===== src/rtl/ptn_pkg.sv =====
// ptn_pkg: shared types and constants for the pen tilt normaliser.
// Request and result payload structs, operation codes, register indexes, fixed widths
// and the controller state type. No dependencies.
package ptn_pkg;

    localparam int RANGE_W   = 15;
    localparam int TILT_W    = 16;
    localparam int DIV_MAG_W = TILT_W + 1;
    localparam int MAG_W     = 15;
    localparam int COUNT_W   = 16;
    localparam int RAD_W     = 2 * MAG_W;
    localparam int STEPS     = 15;
    localparam int STEP_W    = 4;
    localparam int ADDR_W    = 3;
    localparam int DATA_W    = 32;

    localparam logic [MAG_W-1:0] ONE_Q14 = MAG_W'(16384);

    localparam logic [1:0] OP_TILT_X = 2'd0;
    localparam logic [1:0] OP_TILT_Y = 2'd1;
    localparam logic [1:0] OP_CLEAR  = 2'd2;
    localparam logic [1:0] OP_IGNORE = 2'd3;

    localparam logic REG_RANGE_X = 1'b0;
    localparam logic REG_RANGE_Y = 1'b1;

    typedef struct packed {
        logic [1:0]               operation;
        logic signed [TILT_W-1:0] tilt_value;
    } ptn_in_t;

    typedef struct packed {
        logic signed [TILT_W-1:0] norm_x;
        logic signed [TILT_W-1:0] norm_y;
        logic [MAG_W-1:0]         magnitude;
        logic [MAG_W-1:0]         change;
        logic [COUNT_W-1:0]       update_count;
    } ptn_out_t;

    typedef enum logic [2:0] {
        ST_IDLE,
        ST_START,
        ST_DIVIDE,
        ST_SQUARE,
        ST_ROOT_START,
        ST_ROOT,
        ST_DELIVER
    } ptn_state_t;

endpackage


===== src/rtl/pen_tilt_normalizer_top.sv =====
// pen_tilt_normalizer_top: pen tilt normaliser with APB range registers.
// Instantiates four ptn_div lanes and two ptn_sqrt units; uses ptn_pkg.
//
//   channel | ports                          | payload
//   input   | s_valid s_ready s_data         | ptn_in_t  (operation, tilt_value)
//   result  | m_valid m_ready m_data         | ptn_out_t (norms, magnitude, change, count)
//   config  | psel penable pwrite paddr ...  | range_x at 0x0, range_y at 0x4
//
// A tilt sample raises m_valid after, in order: a start state, 15 divider steps, a
// quotient capture, a squaring state, a root start state, 15 root steps, a root
// capture and the output load; all four divisions and both roots run in parallel.
// Tool change and ignored events pass straight to the output load after acceptance.
// One request is in flight at a time; s_ready returns the cycle the result is loaded,
// and a result waiting in the output register holds the controller until taken.
// Reset clears ranges, tilts, held results and the counter.
module pen_tilt_normalizer_top (
    input  logic                       aclk,
    input  logic                       aresetn,
    input  logic                       s_valid,
    output logic                       s_ready,
    input  ptn_pkg::ptn_in_t           s_data,
    output logic                       m_valid,
    input  logic                       m_ready,
    output ptn_pkg::ptn_out_t          m_data,
    input  logic                       psel,
    input  logic                       penable,
    input  logic                       pwrite,
    input  logic [ptn_pkg::ADDR_W-1:0] paddr,
    input  logic [ptn_pkg::DATA_W-1:0] pwdata,
    output logic [ptn_pkg::DATA_W-1:0] prdata,
    output logic                       pready
);
    import ptn_pkg::*;

    ptn_state_t state_reg;
    ptn_state_t state_next;

    logic [RANGE_W-1:0] range_x_reg;
    logic [RANGE_W-1:0] range_y_reg;

    logic signed [TILT_W-1:0] raw_x_reg;
    logic signed [TILT_W-1:0] raw_y_reg;
    logic signed [TILT_W-1:0] prev_x_reg;
    logic signed [TILT_W-1:0] prev_y_reg;
    logic signed [TILT_W-1:0] held_norm_x_reg;
    logic signed [TILT_W-1:0] held_norm_y_reg;
    logic [MAG_W-1:0]         held_magnitude_reg;
    logic [MAG_W-1:0]         held_change_reg;
    logic [COUNT_W-1:0]       counter_reg;

    logic [MAG_W-1:0] nx_q_reg;
    logic [MAG_W-1:0] ny_q_reg;
    logic [MAG_W-1:0] dx_q_reg;
    logic [MAG_W-1:0] dy_q_reg;
    logic [RAD_W-1:0] sq_nx_reg;
    logic [RAD_W-1:0] sq_ny_reg;
    logic [RAD_W-1:0] sq_dx_reg;
    logic [RAD_W-1:0] sq_dy_reg;

    logic     m_valid_reg;
    ptn_out_t m_data_reg;

    logic accept;
    logic out_free;
    logic cfg_write;
    logic div_start;
    logic root_start;
    logic div_done;
    logic root_done;

    logic [DIV_MAG_W-1:0] diff_x;
    logic [DIV_MAG_W-1:0] diff_y;
    logic [DIV_MAG_W-1:0] mag_nx;
    logic [DIV_MAG_W-1:0] mag_ny;
    logic [DIV_MAG_W-1:0] mag_dx;
    logic [DIV_MAG_W-1:0] mag_dy;

    logic [3:0]       lane_done;
    logic [MAG_W-1:0] q_nx;
    logic [MAG_W-1:0] q_ny;
    logic [MAG_W-1:0] q_dx;
    logic [MAG_W-1:0] q_dy;
    logic [1:0]       root_lane_done;
    logic [MAG_W-1:0] root_mag;
    logic [MAG_W-1:0] root_chg;

    assign accept    = s_valid && s_ready;
    assign s_ready   = (state_reg == ST_IDLE);
    assign out_free  = !m_valid_reg || m_ready;
    assign cfg_write = psel && penable && pwrite;
    assign pready    = 1'b1;
    assign m_valid   = m_valid_reg;
    assign m_data    = m_data_reg;
    assign prdata    = (paddr[2] == REG_RANGE_Y) ? DATA_W'(range_y_reg) : DATA_W'(range_x_reg);
    assign div_done  = &lane_done;
    assign root_done = &root_lane_done;

    always_comb begin
        diff_x = {raw_x_reg[TILT_W-1], raw_x_reg} - {prev_x_reg[TILT_W-1], prev_x_reg};
        diff_y = {raw_y_reg[TILT_W-1], raw_y_reg} - {prev_y_reg[TILT_W-1], prev_y_reg};
        mag_nx = raw_x_reg[TILT_W-1] ? -{1'b1, raw_x_reg} : {1'b0, raw_x_reg};
        mag_ny = raw_y_reg[TILT_W-1] ? -{1'b1, raw_y_reg} : {1'b0, raw_y_reg};
        mag_dx = diff_x[DIV_MAG_W-1] ? -diff_x : diff_x;
        mag_dy = diff_y[DIV_MAG_W-1] ? -diff_y : diff_y;
    end

    ptn_div u_div_nx (
        .aclk(aclk), .aresetn(aresetn), .start(div_start), .mag(mag_nx),
        .divisor(range_x_reg), .done(lane_done[0]), .quot(q_nx)
    );
    ptn_div u_div_ny (
        .aclk(aclk), .aresetn(aresetn), .start(div_start), .mag(mag_ny),
        .divisor(range_y_reg), .done(lane_done[1]), .quot(q_ny)
    );
    ptn_div u_div_dx (
        .aclk(aclk), .aresetn(aresetn), .start(div_start), .mag(mag_dx),
        .divisor(range_x_reg), .done(lane_done[2]), .quot(q_dx)
    );
    ptn_div u_div_dy (
        .aclk(aclk), .aresetn(aresetn), .start(div_start), .mag(mag_dy),
        .divisor(range_y_reg), .done(lane_done[3]), .quot(q_dy)
    );

    ptn_sqrt u_sqrt_mag (
        .aclk(aclk), .aresetn(aresetn), .start(root_start),
        .radicand(sq_nx_reg + sq_ny_reg), .done(root_lane_done[0]), .root(root_mag)
    );
    ptn_sqrt u_sqrt_chg (
        .aclk(aclk), .aresetn(aresetn), .start(root_start),
        .radicand(sq_dx_reg + sq_dy_reg), .done(root_lane_done[1]), .root(root_chg)
    );

    always_ff @(posedge aclk) begin
        if (!aresetn) begin
            state_reg <= ST_IDLE;
        end else begin
            state_reg <= state_next;
        end
    end

    always_comb begin
        state_next = state_reg;
        div_start  = 1'b0;
        root_start = 1'b0;
        unique case (state_reg)
            ST_IDLE: begin
                if (accept) begin
                    if (s_data.operation == OP_TILT_X || s_data.operation == OP_TILT_Y) begin
                        state_next = ST_START;
                    end else begin
                        state_next = ST_DELIVER;
                    end
                end
            end
            ST_START: begin
                div_start  = 1'b1;
                state_next = ST_DIVIDE;
            end
            ST_DIVIDE: begin
                if (div_done) begin
                    state_next = ST_SQUARE;
                end
            end
            ST_SQUARE: begin
                state_next = ST_ROOT_START;
            end
            ST_ROOT_START: begin
                root_start = 1'b1;
                state_next = ST_ROOT;
            end
            ST_ROOT: begin
                if (root_done) begin
                    state_next = ST_DELIVER;
                end
            end
            ST_DELIVER: begin
                if (out_free) begin
                    state_next = ST_IDLE;
                end
            end
            default: begin
                state_next = ST_IDLE;
            end
        endcase
    end

    always_ff @(posedge aclk) begin
        if (!aresetn) begin
            range_x_reg <= '0;
            range_y_reg <= '0;
        end else if (cfg_write) begin
            if (paddr[2] == REG_RANGE_X) begin
                range_x_reg <= pwdata[RANGE_W-1:0];
            end else begin
                range_y_reg <= pwdata[RANGE_W-1:0];
            end
        end
    end

    always_ff @(posedge aclk) begin
        if (!aresetn) begin
            raw_x_reg          <= '0;
            raw_y_reg          <= '0;
            prev_x_reg         <= '0;
            prev_y_reg         <= '0;
            held_norm_x_reg    <= '0;
            held_norm_y_reg    <= '0;
            held_magnitude_reg <= '0;
            held_change_reg    <= '0;
            counter_reg        <= '0;
        end else begin
            if (accept) begin
                case (s_data.operation)
                    OP_TILT_X: raw_x_reg <= s_data.tilt_value;
                    OP_TILT_Y: raw_y_reg <= s_data.tilt_value;
                    OP_CLEAR: begin
                        raw_x_reg          <= '0;
                        raw_y_reg          <= '0;
                        prev_x_reg         <= '0;
                        prev_y_reg         <= '0;
                        held_norm_x_reg    <= '0;
                        held_norm_y_reg    <= '0;
                        held_magnitude_reg <= '0;
                        held_change_reg    <= '0;
                        counter_reg        <= counter_reg + 1'b1;
                    end
                    default: begin
                    end
                endcase
            end
            if (state_reg == ST_START) begin
                prev_x_reg  <= raw_x_reg;
                prev_y_reg  <= raw_y_reg;
                counter_reg <= counter_reg + 1'b1;
            end
            if (state_reg == ST_DIVIDE && div_done) begin
                held_norm_x_reg <= raw_x_reg[TILT_W-1] ? -{1'b0, q_nx} : {1'b0, q_nx};
                held_norm_y_reg <= raw_y_reg[TILT_W-1] ? -{1'b0, q_ny} : {1'b0, q_ny};
            end
            if (state_reg == ST_ROOT && root_done) begin
                held_magnitude_reg <= root_mag;
                held_change_reg    <= root_chg;
            end
        end
    end

    always_ff @(posedge aclk) begin
        if (state_reg == ST_DIVIDE && div_done) begin
            nx_q_reg <= q_nx;
            ny_q_reg <= q_ny;
            dx_q_reg <= q_dx;
            dy_q_reg <= q_dy;
        end
        if (state_reg == ST_SQUARE) begin
            sq_nx_reg <= RAD_W'(nx_q_reg) * RAD_W'(nx_q_reg);
            sq_ny_reg <= RAD_W'(ny_q_reg) * RAD_W'(ny_q_reg);
            sq_dx_reg <= RAD_W'(dx_q_reg) * RAD_W'(dx_q_reg);
            sq_dy_reg <= RAD_W'(dy_q_reg) * RAD_W'(dy_q_reg);
        end
    end

    always_ff @(posedge aclk) begin
        if (!aresetn) begin
            m_valid_reg <= 1'b0;
        end else if (state_reg == ST_DELIVER && out_free) begin
            m_valid_reg <= 1'b1;
        end else if (m_ready) begin
            m_valid_reg <= 1'b0;
        end
    end

    always_ff @(posedge aclk) begin
        if (state_reg == ST_DELIVER && out_free) begin
            m_data_reg.norm_x       <= held_norm_x_reg;
            m_data_reg.norm_y       <= held_norm_y_reg;
            m_data_reg.magnitude    <= held_magnitude_reg;
            m_data_reg.change       <= held_change_reg;
            m_data_reg.update_count <= counter_reg;
        end
    end

endmodule


===== src/rtl/ptn_div.sv =====
// ptn_div: bit-serial restoring divider, one quotient bit per cycle.
// Gives round(mag * 16384 / divisor) clamped to 16384, zero for a zero divisor.
// Depends on ptn_pkg.
module ptn_div (
    input  logic                          aclk,
    input  logic                          aresetn,
    input  logic                          start,
    input  logic [ptn_pkg::DIV_MAG_W-1:0] mag,
    input  logic [ptn_pkg::RANGE_W-1:0]   divisor,
    output logic                          done,
    output logic [ptn_pkg::MAG_W-1:0]     quot
);
    import ptn_pkg::*;

    logic [DIV_MAG_W-1:0] rem_reg;
    logic [DIV_MAG_W-1:0] rem_next;
    logic [DIV_MAG_W-1:0] cand;
    logic [MAG_W-1:0]     quo_reg;
    logic [RANGE_W-1:0]   div_reg;
    logic [STEP_W-1:0]    step_reg;
    logic                 busy_reg;
    logic                 done_reg;
    logic                 zero_reg;
    logic                 sat_reg;
    logic                 ge;
    logic                 rnd;
    logic [MAG_W:0]       rounded;

    always_comb begin
        cand     = (step_reg == '0) ? rem_reg : {rem_reg[DIV_MAG_W-2:0], 1'b0};
        ge       = cand >= {2'b00, div_reg};
        rem_next = ge ? cand - {2'b00, div_reg} : cand;
        rnd      = {1'b0, rem_reg[RANGE_W-1:0], 1'b0} >= {2'b00, div_reg};
        rounded  = {1'b0, quo_reg} + (MAG_W+1)'(rnd);
        if (zero_reg) begin
            quot = '0;
        end else if (sat_reg || rounded > {1'b0, ONE_Q14}) begin
            quot = ONE_Q14;
        end else begin
            quot = rounded[MAG_W-1:0];
        end
    end

    always_ff @(posedge aclk) begin
        if (!aresetn) begin
            busy_reg <= 1'b0;
            done_reg <= 1'b0;
            step_reg <= '0;
        end else begin
            done_reg <= 1'b0;
            if (start) begin
                rem_reg  <= mag;
                div_reg  <= divisor;
                zero_reg <= (divisor == '0);
                sat_reg  <= mag >= {1'b0, divisor, 1'b0};
                quo_reg  <= '0;
                step_reg <= '0;
                busy_reg <= 1'b1;
            end else if (busy_reg) begin
                rem_reg <= rem_next;
                quo_reg <= {quo_reg[MAG_W-2:0], ge};
                if (step_reg == STEP_W'(STEPS - 1)) begin
                    busy_reg <= 1'b0;
                    done_reg <= 1'b1;
                end else begin
                    step_reg <= step_reg + 1'b1;
                end
            end
        end
    end

    assign done = done_reg;

endmodule


===== src/rtl/ptn_sqrt.sv =====
// ptn_sqrt: digit-serial square root, two radicand bits per cycle.
// Gives the root rounded to nearest and clamped to 16384.
// Depends on ptn_pkg.
module ptn_sqrt (
    input  logic                      aclk,
    input  logic                      aresetn,
    input  logic                      start,
    input  logic [ptn_pkg::RAD_W-1:0] radicand,
    output logic                      done,
    output logic [ptn_pkg::MAG_W-1:0] root
);
    import ptn_pkg::*;

    logic [RAD_W-1:0]  rad_reg;
    logic [MAG_W+2:0]  rem_reg;
    logic [MAG_W+2:0]  rem_next;
    logic [MAG_W+2:0]  cur;
    logic [MAG_W+2:0]  trial;
    logic [MAG_W-1:0]  root_reg;
    logic [STEP_W-1:0] step_reg;
    logic              busy_reg;
    logic              done_reg;
    logic              ge;
    logic              rnd;
    logic [MAG_W:0]    rounded;

    always_comb begin
        cur      = {rem_reg[MAG_W:0], rad_reg[RAD_W-1:RAD_W-2]};
        trial    = {1'b0, root_reg, 2'b01};
        ge       = cur >= trial;
        rem_next = ge ? cur - trial : cur;
        rnd      = rem_reg > {3'b000, root_reg};
        rounded  = {1'b0, root_reg} + (MAG_W+1)'(rnd);
        root     = (rounded > {1'b0, ONE_Q14}) ? ONE_Q14 : rounded[MAG_W-1:0];
    end

    always_ff @(posedge aclk) begin
        if (!aresetn) begin
            busy_reg <= 1'b0;
            done_reg <= 1'b0;
            step_reg <= '0;
        end else begin
            done_reg <= 1'b0;
            if (start) begin
                rad_reg  <= radicand;
                rem_reg  <= '0;
                root_reg <= '0;
                step_reg <= '0;
                busy_reg <= 1'b1;
            end else if (busy_reg) begin
                rad_reg  <= {rad_reg[RAD_W-3:0], 2'b00};
                rem_reg  <= rem_next;
                root_reg <= {root_reg[MAG_W-2:0], ge};
                if (step_reg == STEP_W'(STEPS - 1)) begin
                    busy_reg <= 1'b0;
                    done_reg <= 1'b1;
                end else begin
                    step_reg <= step_reg + 1'b1;
                end
            end
        end
    end

    assign done = done_reg;

endmodule

===== config.mk =====
export PLATFORM = sky130hd
export DESIGN_NAME = pen_tilt_normalizer_top
export DESIGN_NICKNAME = d
export VERILOG_FILES = /design/src/rtl/ptn_pkg.sv /design/src/rtl/pen_tilt_normalizer_top.sv /design/src/rtl/ptn_div.sv /design/src/rtl/ptn_sqrt.sv
export SDC_FILE = /design/constraint.sdc
export NUM_CORES = 2
export LEC_CHECK = 0
export BUFFER_PORTS_ARGS = -buffer_cell sky130_fd_sc_hd__buf_2
export CORE_MARGIN = 3
export CORE_UTILIZATION = 65
export DETAILED_ROUTE_END_ITERATION = 8
export PLACE_DENSITY = 0.8
export SYNTH_ARGS = -nofsm -noshare
export SYNTH_HDL_FRONTEND = slang
export SYNTH_SLANG_ARGS = --single-unit
export TNS_END_PERCENT = 30

===== constraint.sdc =====
create_clock -name aclk -period 9.5 [get_ports aclk]
set_input_delay 0.95 -clock aclk [delete_from_list [all_inputs] [get_ports aclk]]
set_output_delay 0.95 -clock aclk [all_outputs]
set_load 0.02 [all_outputs]

==> summary.txt <==
Yosys
  – Number of warnings issued by yosys: 0
  – Flip-flop and latch count after synthesis: 756
  – Multiplexer area fraction after synthesis: 1.70%
  – Async SR Flop Fraction: 0%
  – Share of synthesized cell area in and, or, nand and nor gates: approximately 14%
  – Number of standard cells after synthesis: ~7,100
  – Synth unique cells: between 90 and 100
  – Share of synthesized area occupied by flip-flops and latches: a little under a third
  – Dominant combinational cell family by area after synthesis: adder cells
  – Most used flip-flop cell after synthesis: edfxtp_1
  – Number of synthesized flops with an enable pin: roughly 540
  – Average footprint of a synthesized cell: 9.62 um^2
  – Xor/xnor share of the synthesized area: between 5 and 6%
  – Area fraction in compound gates after synthesis: 11.5%
  – Adder-cell area share of the yosys netlist: between 20% and 30%
  – Area of the mapped netlist: between 0.06 and 0.07 mm^2

Worst setup path
  – Logic depth of the worst register-to-register path: 22
  – Type of the worst setup path: flop to flop
  – Worst Setup End Kind: flop
  – Reg-to-reg endpoint: sq_dy_reg[29]
  – Critical path arrival: 7670 ps
  – Launch instance of the worst register-to-register path: dy_q_reg[6]
  – Launching element of the worst setup path: dy_q_reg[6]
  – Worst EP required: 9920 ps
  – Register-to-register setup slack: 2250 ps
  – Crit Path Max Fanout: 13
  – Capturing element of the worst setup path: sq_dy_reg[29]
  – Category of the worst setup path launch point: flop

Clock network
  – Hold buffer count at CTS: 0
  – Largest buffer count on any clock path: 3
  – Number of resized instances in the post-cts repair step: 0
  – Worst-Skew Late Latency: 680 ps
  – CTS tree: yes
  – Number of setup buffers added after CTS: 0
  – Clock-pin slew of the registers on the worst-case setup and hold paths: 60 ps
  – CTS root buffer: clkbuf_16
  – H-tree depth: 3
  – Clock buffers created by TritonCTS: between 80 and 90
  – Clk sinks: 756

Layout
  – Share of cells above drive strength 1: under 10%
  – Area grow syn2layout: 6.70%
  – Count of antenna diodes in the layout: 0
  – NumNets Final: 8,436
  – Leading cell type in the layout, fill and taps excluded: inv_1
  – Max reg flops: 78
  – Cell area after layout: 0.0728 mm^2
  – Commonest cells after routing, fill and taps aside: 1,008 x inv_1, 701 x ha_1, 628 x nand2_1

Route
  – Number of DRC markers after the initial detailed-route iteration: 3,936
  – Total vias in the final route: around 51,000
  – Drt drc: 0
  – Antenna violation net count after detailed routing: 0
  – Average wire per cell in the routed design: 18.4 um
  – Final WL: 158,000 um
  – DR vias/cell: 5.91
  – Number of iterations in the first detailed-routing pass: 5

Die
  – Die outline width: 330 um
  – Row count: 118
  – Core Area: 0.104 mm^2
  – Area enclosed by the die boundary: 0.109 mm^2
  – Initial Utilization: 65.8%
  – IO Count: 173
  – Height of the die: 330 um

STA
  – Final critical-path share of the clock period: 76.3%
  – Worst-margin pin slew: 1270 ps
  – Final setup fails: 0
  – Final slew viol count: 0
  – Relative slew slack: 14.9%
  – Hold violation total from the final report: 0
  – Minimum clock period after layout: ~7200 ps
  – Largest clock skew in the final design: 23.3 ps
  – Maximum clock rate: 138 MHz
  – Setup repair after global routing missed its margin: no
  – Post-Route Setup TNS: 0 ps

Power
  – Leakage power: 32.2 nW
  – VDD IR max: 0.158 mV
  – Power per cell area: 128 mW/mm^2
  – Final total power: just over 9 mW

Global route
  – Largest net degree at the start of global routing: 79
  – Grt total ovfl: 0
  – Overall Global Routing Usage: ~29%
  – Wire length of the first global-routing pass: 259,000 um
  – Initial antenna violation count: 0
  – Via count of the first global-routing pass: 51,399

Status
  – Outcome: complete, no violations

Placement
  – DP Wirelength: roughly 120,000 um
  – Count of port buffers added during placement: 135
  – Routability Congestion: 0.963
  – Total placed instance area: 0.0700 mm^2

Run
  – Number of maximum-capacitance constraint violations: 0

Min path
  – Tightest Hold Check Type: flop to flop
-- area by class of cell --
| class | instances | area [um^2] |
|---|---|---|
| inverter | 1010 | 3790 |
| sequential | 756 | 20600 |
| clock inverter | 48 | 388 |
| tap | 1380 | 1730 |
| multi-input combinational | 5099 | 43000 |
| fill | 7598 | 31000 |
| clock buffer | 112 | 2410 |
| timing repair buffer | 166 | 911 |
-- cells by family (layout without fill, tap and decap cells) --
kind of cell               Yosys count  in the layout
xor gates and xnor gates           457            457
other                                2             18
AOI/OAI and AO/OA                 1216           1216
buffers and inverters             1252           1336
adders and majority gates         1258           1258
DFF                                756            756
and+or+nand+nor                   2042           2042
muxes                              108            108
-- through the flow --
stage,worst slack (ps),utilization [%],hold WS [ps],std cells
after floorplan,3040,-,408,7107
after global placement,2470,67.5,416,8411
after detailed placement,2340,67.5,416,8411
after CTS,2280,70.2,432,8571
after global routing,1710,70.2,445,8571
final,2250,70.2,433,8571
-- per-layer routing --
| layer | global-route usage (%) | part of all wire (%) | vias up |
|---|---|---|---|
| met4 | 11.2 | 4.0 | 0 |
| li1 | - | - | 23923 |
| met2 | 49.5 | 48 | 1630 |
| met5 | 0 | 0 | - |
| met3 | 4.46 | 6.5 | 357 |
| met1 | 38.6 | 42 | 24747 |
-- worst min path at each step --
stage,slack (ps),startpoint,to,cells after the start
floorplan,410,held_magnitude_reg[14],m_data[45],0
global placement,420,held_norm_x_reg[12],m_data[74],0
detailed placement,420,held_norm_x_reg[11],m_data[73],0
CTS,430,held_norm_y_reg[10],m_data[56],0
global route,450,held_norm_y_reg[2],m_data[48],0
finish,430,held_magnitude_reg[14],m_data[45],0
-- cell usage after synthesis, types with 62 or more instances --
master	instances	area share, %
inv_1	1009	5.5
ha_1	701	13
nand2_1	629	3.5
fa_1	557	16
edfxtp_1	544	24
nor2_1	466	2.6
a21oi_1	305	2.2
xnor2_1	301	3.9
o21ai_0	290	2.1
and2_1	271	2.5
dfxtp_1	212	6.2
clkbuf_1	198	1.1
xor2_1	156	2.0
nand3_1	136	1.0
nor2b_1	120	1.1
nor3_1	113	0.83
a21o_1	112	1.2
o21a_1	72	0.79
nand4_1	69	0.63
a21boi_0	64	0.70
mux2_2	62	1.0
-- where the power goes --
part	internal, mW	switching [mW]
clock network	1.87	1.44
logic	0.871	1.28
registers	3.77	0.121
total	6.50	2.85
-- critical path: stages, from the launching register on --
cell and delay [ps]:
edfxtp_1 720, inv_1 250, nor2_1 260, fa_1 460
inv_1 90, fa_1 440, fa_1 550, inv_1 60
fa_1 500, fa_1 550, inv_1 50, fa_1 520
inv_1 40, ha_1 350, and3_1 230, nand2_1 70
o31ai_1 750, a211oi_1 190, nor3_1 440, nand4_1 140
nand4b_1 100, a21oi_1 80, xnor2_1 130
Power figures use the tool's default switching activity.
